<file path="src/rtl/tmcr_pkg.sv">
// Shared types and constants of the text mode character raster unit.
package tmcr_pkg;

   localparam int MEM_AW     = 11;
   localparam int MEM_DEPTH  = 2048;
   localparam int DATA_W     = 8;
   localparam int FUNC_W     = 2;
   localparam int COL_W      = 7;
   localparam int LINE_W     = 4;
   localparam int ROW_W      = 5;
   localparam int FRAME_W    = 4;
   localparam int CODE_W     = 7;
   localparam int FLASH_BIT  = 7;
   localparam int BLINK_BIT  = 3;

   localparam logic [DATA_W-1:0]  SPACE_CODE  = 8'h20;
   localparam logic [FRAME_W-1:0] FRAME_RESET = 4'd1;

   typedef enum logic [FUNC_W-1:0] {
      FUNC_WRITE_VRAM = 2'd0,
      FUNC_WRITE_CROM = 2'd1,
      FUNC_FETCH      = 2'd2
   } func_type;

   // Raster position and frame phase that belong to one fetch.
   typedef struct packed {
      logic [MEM_AW-1:0] vram_addr;
      logic [LINE_W-1:0] scanline;
      logic              blank;
      logic              blink_phase;
      logic              last_in_line;
      logic              last_in_frame;
   } raster_pos_type;

endpackage

</file>
<file path="src/rtl/tmcr_raster.sv">
// Raster counters: column, scan line, text row, frame count and video RAM address.
module tmcr_raster #(
   parameter int COLUMNS       = 80,
   parameter int ROWS          = 25,
   parameter int LINES_PER_ROW = 10
) (
   input  logic                     clock,
   input  logic                     reset,
   input  logic                     step,
   output tmcr_pkg::raster_pos_type pos
);

   localparam int AddrW  = tmcr_pkg::MEM_AW;
   localparam int ColW   = tmcr_pkg::COL_W;
   localparam int LineW  = tmcr_pkg::LINE_W;
   localparam int RowW   = tmcr_pkg::ROW_W;
   localparam int FrameW = tmcr_pkg::FRAME_W;

   localparam logic [ColW-1:0]  LastCol   = ColW'(COLUMNS - 1);
   localparam logic [LineW-1:0] LastLine  = LineW'(LINES_PER_ROW - 1);
   localparam logic [RowW-1:0]  LastRow   = RowW'(ROWS - 1);
   localparam logic [AddrW-1:0] RowStride = AddrW'(COLUMNS);

   logic [ColW-1:0]   column_ff, column_in;
   logic [LineW-1:0]  scanline_ff, scanline_in;
   logic [RowW-1:0]   row_ff, row_in;
   logic [FrameW-1:0] frame_ff, frame_in;
   logic [AddrW-1:0]  row_base_ff, row_base_in;

   logic eol;
   logic last_line;
   logic last_row;

   assign eol       = (column_ff == LastCol);
   assign last_line = (scanline_ff == LastLine);
   assign last_row  = (row_ff == LastRow);

   // The row base steps by one row of characters, so no multiply is needed.
   assign pos.vram_addr     = row_base_ff + AddrW'(column_ff);
   assign pos.scanline      = scanline_ff;
   assign pos.blank         = last_line;
   assign pos.blink_phase   = frame_ff[tmcr_pkg::BLINK_BIT];
   assign pos.last_in_line  = eol;
   assign pos.last_in_frame = eol && last_line && last_row;

   always_comb begin
      column_in   = column_ff;
      scanline_in = scanline_ff;
      row_in      = row_ff;
      frame_in    = frame_ff;
      row_base_in = row_base_ff;
      if (step) begin
         if (!eol) begin
            column_in = column_ff + 1'b1;
         end else begin
            column_in = '0;
            if (!last_line) begin
               scanline_in = scanline_ff + 1'b1;
            end else begin
               scanline_in = '0;
               if (!last_row) begin
                  row_in      = row_ff + 1'b1;
                  row_base_in = row_base_ff + RowStride;
               end else begin
                  row_in      = '0;
                  row_base_in = '0;
                  frame_in    = frame_ff + 1'b1;
               end
            end
         end
      end
   end

   always_ff @(posedge clock) begin
      if (reset) begin
         column_ff   <= '0;
         scanline_ff <= '0;
         row_ff      <= '0;
         frame_ff    <= tmcr_pkg::FRAME_RESET;
         row_base_ff <= '0;
      end else begin
         column_ff   <= column_in;
         scanline_ff <= scanline_in;
         row_ff      <= row_in;
         frame_ff    <= frame_in;
         row_base_ff <= row_base_in;
      end
   end

endmodule

</file>
<file path="config.mk">
export PLATFORM = sky130hd
export DESIGN_NAME = tmcr_raster
export DESIGN_NICKNAME = d
export VERILOG_FILES = /design/src/rtl/tmcr_pkg.sv /design/src/rtl/tmcr_raster.sv
export SDC_FILE = /design/constraint.sdc
export NUM_CORES = 1
export LEC_CHECK = 0
export BUFFER_PORTS_ARGS = -buffer_cell sky130_fd_sc_hd__buf_2
export CAP_MARGIN = 20
export CORE_ASPECT_RATIO = 2
export CORE_MARGIN = 2
export CORE_UTILIZATION = 56
export DETAILED_ROUTE_END_ITERATION = 8
export PLACE_DENSITY = 0.79
export SLEW_MARGIN = 20
export SYNTH_ARGS = -nofsm -noshare
export SYNTH_HDL_FRONTEND = slang
export SYNTH_SLANG_ARGS = --single-unit
export TNS_END_PERCENT = 30
</file>
<file path="constraint.sdc">
create_clock -name clock -period 2.3 [get_ports clock]
set_input_delay 0 -clock clock [delete_from_list [all_inputs] [get_ports clock]]
set_output_delay 0 -clock clock [all_outputs]
set_load 0.02 [all_outputs]
</file>
# Yosys cells after proc, flatten, opt, wreduce, memory -nomap -nowiden
# Cells that the tools add are included.
# W data, S select, Z words.
[totals]
rom_bits = 0
out_inout_bits = 19
latch_bits = 0
mem_count = 0
input_bits = 3
ram_bits = 0
regBits = 31
[op_classes]
shifts = 0
n_mul = 0
muxes = 4
add_sub_neg = 6
bitwise_logic = 0
n_div = 0
eq_ne = 3
n_reduce_logical = 5
n_lt_le_gt_ge = 0
[ops]
columns = ["cell", "count"]
rows = [
  ["$add A11 B7 Y11", 1],
  ["$add A11 B7 Y11 const B", 1],
  ["$mux W11", 1],
  ["$add A4 B1 Y4 const B", 2],
  ["$add A7 B1 Y7 const B", 1],
  ["$eq A7 B7 Y1 const B", 1],
  ["$mux W7", 1],
  ["$add A5 B1 Y5 const B", 1],
  ["$eq A5 B5 Y1 const B", 1],
  ["$mux W5", 1],
  ["$eq A4 B4 Y1 const B", 1],
  ["$mux W4", 1],
  ["$reduce_and A4 Y1", 1],
  ["$reduce_and A3 Y1", 1],
  ["$logic_and A1 B1 Y1", 2],
  ["$reduce_and A2 Y1", 1],
]

# Longest topological paths before layout
# Gate-level depths: netlist of run 1.
[depth]
depth_word = 3
ltp_mapped = 7
mapped_depth_nobuf = 6

# Least setup slack after synthesis of run 1
# No wires, ideal clock.
[synth_path]
path_type = "flip-flop to flip-flop"
from = "reg column_ff[0]"
to = "reg row_base_ff[10]"
t_arrival_ps = 1700
path_buffers = 1
path_stages_with_launch = 7
slack_ps = 530
required_ps = 2230
cell_sequence = "dfxtp_1 -> ha_1 -> and4_1 -> clkbuf_1 -> nand3_2 -> or4_1 -> a21oi_1"
[synth_via]
elab_chain_len = 2
[synth_lines]
columns = ["element", "line", "rtl"]
rows = [
  ["start, declared", "tmcr_raster.sv:24", "logic [ColW-1:0] column_ff, column_in;"],
  ["start signal, assigned", "tmcr_raster.sv:82", "column_ff <= column_in;"],
  ["$eq A7 B7 Y1", "tmcr_raster.sv:34", "assign eol = (column_ff == LastCol);"],
  ["$reduce_and A3 Y1 (no source line)", "--", ""],
  ["end signal, assigned", "tmcr_raster.sv:86", "row_base_ff <= row_base_in;"],
  ["end, declared", "tmcr_raster.sv:28", "logic [AddrW-1:0] row_base_ff, row_base_in;"],
]
# Every way passes these cells.
# A chain may end at the register's enable or synchronous reset.

==> results of run 1 <==
## cell usage after synthesis
master | count | area, sq um
dfxtp_1 | 27 | 541
nor2_1 | 21 | 78.8
a21oi_1 | 12 | 60.1
xnor2_1 | 12 | 105
xor2_1 | 9 | 78.8
ha_1 | 8 | 100
nand3_1 | 8 | 40.0
clkbuf_1 | 7 | 26.3
nand2_1 | 7 | 26.3
nor4_1 | 6 | 37.5
buf_4 | 5 | 37.5
nor2b_1 | 5 | 31.3
inv_1 | 4 | 15.0
nand4_1 | 4 | 25.0
nor3_1 | 4 | 20.0
o21ai_0 | 4 | 20.0
nand2b_1 | 3 | 18.8
a21o_1 | 2 | 15.0
buf_2 | 2 | 10.0
mux2i_1 | 2 | 20.0
o31ai_1 | 2 | 15.0
or4_1 | 2 | 15.0
a31o_2 | 1 | 8.76
a41o_1 | 1 | 10.0
and3_1 | 1 | 6.26
and4_1 | 1 | 8.76
buf_6 | 1 | 11.3
nand3_2 | 1 | 10.0
nand4b_1 | 1 | 8.76
nand4bb_1 | 1 | 11.3
nor3b_1 | 1 | 7.51
nor3b_2 | 1 | 12.5
nor4_4 | 1 | 21.3
or2_2 | 1 | 6.26
or3_1 | 1 | 6.26
or3b_1 | 1 | 8.76
## worst paths after layout
path	to	from	cells past startpoint
setup / recovery	pos[16]	column_ff[5]	6
hold / removal	column_ff[1]	step	3
setup reg to reg	row_ff[2]	column_ff[4]	4
hold reg to reg	row_base_ff[10]	row_base_ff[10]	2
## sequential cells by signal, summed over array words and instances, names as in the netlist
name,cells
row_base_ff,7
frame_ff,4
column_ff,7
row_ff,5
scanline_ff,4
## cell families after synthesis
kind of cell             Yosys count  share of synthesized area, %
XOR/XNOR                          21                          12.5
flip-flops                        27                          36.7
adder cells (fa/ha/maj)            8                          6.79
AND/OR/NAND/NOR                   71                          27.2
multiplexers                       2                          1.36
buffers and inverters             19                          6.79
AO/OA/AOI/OAI                     22                          8.74
## layer usage
metal | routed length (microns) | share of wire (%)
met1 | 1160 | 38
met2 | 1740 | 58
met3 | 72 | 2.4
met4 | 42 | 1.4
met5 | 0 | 0
## stage by stage
step | area [sq um] | util, % | power (W)
floorplan | 1470 | - | 0.000512
global placement | 1550 | 61.1 | 0.000514
detailed placement | 1550 | 61.1 | 0.000515
CTS | 1600 | 62.9 | 0.000775
global route | 1600 | 62.9 | 0.000799
finish | 1600 | 62.9 | 0.000767
## power by group
group          switching (W)  internal [W]
sequential        0.00000432      0.000471
combinational      0.0000185     0.0000102
clock               0.000139      0.000124
total               0.000162      0.000605
## cell type report
| class | instances | area, sq um |
|---|---|---|
| clock buffers | 4 | 45.0 |
| fillers | 233 | 941 |
| inverters | 4 | 15.0 |
| multi-input cells | 124 | 833 |
| flip-flops and latches | 27 | 541 |
| well taps | 28 | 35.0 |
| repair buffers | 24 | 128 |
## worst max-delay path: stages (launching register included)
cell and delay (ps):
dfxtp_1 470, ha_1 300, a21o_1 190, a21oi_1 350, nand2b_1 190, xnor2_1 120
buf_2 180
==> metrics, run 1 <==
pre-CTS WS=344 ps; share of cells above drive strength 1=17.5%; number of global-route vias before repair=1175; period utilization=90.1%; synthesis warning total=0; Core ar.=2540 sq um; Hold Crit Class=in2reg; DP Cell Count=207; critical path class=reg2out; final hold violations=0; Starting Density=58.1%; skew final=6.96 ps; Yosys reg bits=27; HPWL after detailed placement=2.36 mm; Setup Total Neg Slack=0 ps; GRT met3 Usage=2.62%; register area share after synthesis=36.7%; FP Rows=26; max frequency=483 MHz; Max FO, Critical Path=7; count of buffers from port buffering=21; io pins=22; GRT met2 Usage=40.6%; Leak=0.693 nW; post-cts sizing count=0; total die area=3080 sq um; diode count=0; Detail Route Antenna Nets=0; Post-Syn Area=1470 sq um; Post-Layout Cell Count=211; Num CTS Buffers=3; CTS Hold Bufs=0; area grow syn2layout=8.32%; status=finished, final reports clean; drt first pass iters=4; Synthesized Nets=181; RSZ-0062 raised after global routing=no; final setup violation count=0; Clock Latency Late Sink=270 ps; Post-CTS Setup Inserts=0; VDD IR max=0.000413 V; Total GRT Usage=22.5%; nets=195; die width=40.3 microns; initial DRC count=46; grt total ovfl=0; H-tree depth=1; Max Slew Vio Count=0; minimum clock period=2070 ps; Via Count=1208; Via density=5.73; Critical Path AT=2070 ps; GP Congestion=0.751; required time of the critical path=2300 ps; initial antenna violation count=0; max_cap viols=0; PD cells=480 nW/um^2; crit path launch type=flip-flop; Synth cell types=36; largest net degree at the start of global routing=18; final worst slack=228 ps; Post-Route WL=3.02 mm; CTS root buf=clkbuf_8; CTS tree=yes; global-route wire length before repair=5.00 mm; Post-Syn Area per Cell=8.67 sq um; clk slew on worst S/H paths=90 ps; clock sinks=27; synthesized instance count=170; Die Ht=76.6 microns; leading cell types in the layout, fill and taps excluded=dfxtp_1, nor2_1, buf_2; slew margin rel.=63.0%; commonest non-fill, non-tap cell in the layout=dfxtp_1; wire length per cell=14.3 microns; reg-to-reg setup timing slack=300 ps; met1 GRT Util=23.9%; maximum clock path buffer count=2; Worst-Margin Slew=553 ps; worst hold slack=59.4 ps; Residual DRC=0; Most Crowded Layer GR=met2; CP endpoint kind=primary output
Power figures use the tool's default switching activity.
==> run 2: changes to the inputs <==
- BUFFER_PORTS_ARGS: -buffer_cell sky130_fd_sc_hd__buf_2 -> default
- CORE_ASPECT_RATIO: 2 -> default
- CORE_UTILIZATION: 56 -> 61
- DONT_BUFFER_PORTS: default -> 1
- PLACE_DENSITY: 0.79 -> 0.77
- REMOVE_ABC_BUFFERS: default -> 1
==> run 2 against run 1 <==
  * Die area fell by 8.4%
  * Register-to-register slack worse by 60 ps
  * Final cell count down 5.2%
  * Total power down 6.1%
  * Clock skew increased by 5.6 ps
  * Critical path type unchanged
  * Critical endpoint is now pos[18]
  * Largest cell class unchanged
==> metrics, run 2 (same netlist as run 1, synthesis figures left out) <==
Max Slew Vio Count=0 (unchanged); Worst-Margin Slew=524 ps (was 553 ps); Critical R2R Launch=scanline_ff[2] (was column_ff[4]); Setup Total Neg Slack=0 ps (unchanged); final hold violations=0 (unchanged); Pwr Total=0.000720 W (was 0.000767 W); Critical Path AT=2140 ps (was 2070 ps); H-tree depth=1 (unchanged); Starting Density=65.4% (was 58.1%); top flop regs=column_ff (7), row_base_ff (7), row_ff (5) (unchanged); initial DRC count=33 (was 46); PD cells=462 nW/um^2 (was 480 nW/um^2); diode count=0 (unchanged); hold depth=3 (unchanged); register area=541 sq um (unchanged); max frequency=468 MHz (was 483 MHz); commonest non-fill, non-tap cell in the layout=dfxtp_1 (unchanged); total die area=2830 sq um (was 3080 sq um); Post-CTS Setup Inserts=0 (unchanged); area grow syn2layout=5.77% (was 8.32%); initial antenna violation count=0 (unchanged); CTS root buf=clkbuf_4 (was clkbuf_8); reg-to-reg setup timing slack=240 ps (was 300 ps); maximum clock path buffer count=2 (unchanged); Num CTS Buffers=3 (unchanged); grt total ovfl=0 (unchanged); nets=184 (was 195); Leak=0.627 nW (was 0.693 nW); HPWL after detailed placement=2.21 mm (was 2.36 mm); R2R cell count=4 (unchanged); critical path class=reg2out (unchanged); FP Rows=17 (was 26); count of buffers from port buffering=0 (was 21); Hold Startpoint=step (unchanged); CTS tree=yes (unchanged); GRT met3 Usage=5.08% (was 2.62%); minimum clock period=2140 ps (was 2070 ps); share of cells above drive strength 1=10.5% (was 17.5%); Clock Latency Late Sink=330 ps (was 270 ps); slew margin rel.=65.0% (was 63.0%); max_cap viols=0 (unchanged); RSZ-0062 raised after global routing=no (unchanged); worst reg2reg path endpoint=row_base_ff[5] (was row_ff[2]); Max FO, Critical Path=7 (unchanged); largest net degree at the start of global routing=17 (was 18); Total GRT Usage=24.4% (was 22.5%); FILL cells=200 (was 233); clk slew on worst S/H paths=150 ps (was 90 ps); skew final=12.6 ps (was 6.96 ps); Detail Route Antenna Nets=0 (unchanged); Most Crowded Layer GR=met2 (unchanged); Hold Crit Class=in2reg (unchanged); CP endpoint kind=primary output (unchanged); number of global-route vias before repair=1202 (was 1175); Multi-input gate area=833 sq um (unchanged); drt first pass iters=4 (unchanged); Via density=6.08 (was 5.73); clock sinks=27 (unchanged); leading cell types in the layout, fill and taps excluded=dfxtp_1, nor2_1, a21oi_1, xnor2_1 (was dfxtp_1, nor2_1, buf_2); GP Congestion=0.786 (was 0.751); die width=53.2 microns (was 40.3 microns); period utilization=92.9% (was 90.1%); Via Count=1215 (was 1208); Post-Route WL=2.99 mm (was 3.02 mm); final setup violation count=0 (unchanged); crit path launch type=flip-flop (unchanged); global-route wire length before repair=5.13 mm (was 5.00 mm); status=finished, final reports clean (unchanged); Residual DRC=0 (unchanged); Die Ht=53.2 microns (was 76.6 microns); met1 GRT Util=29.6% (was 23.9%); Core ar.=2250 sq um (was 2540 sq um); wire length per cell=14.9 microns (was 14.3 microns); WHS Endpoint=column_ff[3] (was column_ff[1]); io pins=22 (unchanged); GRT met2 Usage=41.7% (was 40.6%); required time of the critical path=2300 ps (about the same); VDD IR max=0.000410 V (was 0.000413 V)
## run 2: changes by cell type in the layout (fill, tap and decap cells not counted), sizes merged
cell         delta
clkbuf          -1
dlygate4sd3     +4
clkinv          +1
buf            -15
## run 2: routing by layer
metal,wire (microns),vias to the layer above
met4,30,0
met1,1300,577
met5,0,-
met2,1510,39
li1,-,593
met3,145,6
## run 2: final cells by class
cell class | instances | share of cell area (%)
Clock buffer | 3 | 1.44
Clock inverter | 1 | 0.321
Inverter | 4 | 0.963
Multi-Input combinational cell | 124 | 53.5
Sequential cell | 27 | 34.7
Tap cell | 28 | 2.25
Timing Repair Buffer | 13 | 6.90
## run 2: worst max-delay path: stages (launching register included)
cell and delay (ps):
dfxtp_1 490, ha_1 300, a21o_1 200, a21oi_1 340, nor2_1 110, xor2_1 380
## run 2: power breakdown
| group | internal (W) | switching [W] | total, W |
|---|---|---|---|
| Combinational | 0.0000166 | 0.0000212 | 0.0000378 |
| Sequential | 0.000472 | 0.00000229 | 0.000474 |
| Clock | 0.0000653 | 0.000143 | 0.000208 |
## run 2: stage by stage
stage	util [%]	hold WS [ps]	setup slack, ps	instance area [sq um]	cells
floorplan	-	69.1	268	1390	155
global placement	66.1	73.2	346	1490	192
detailed placement	66.1	75.8	282	1490	192
CTS	68.7	13.9	152	1550	199
global route	69.1	24.4	14.0	1560	200
finish	69.1	25.0	162	1560	200
## run 2: worst max path at each step
stage | start | endpoint | slack [ps] | depth (start not counted)
2_1_floorplan | scanline_ff[0] | row_base_ff[10] | 270 | 5
3_3_place_gp | scanline_ff[2] | row_base_ff[4] | 350 | 4
3_5_place_dp | scanline_ff[2] | row_base_ff[8] | 280 | 4
4_1_cts | column_ff[5] | pos[17] | 150 | 5
5_1_grt | column_ff[5] | pos[17] | 10 | 5
6_report | column_ff[5] | pos[18] | 160 | 5
## run 2: timing repair
item	4_1_cts	5_1_grt
hold buffers	3	1
resized for setup	0	0
endpoints found under the hold margin	21	1
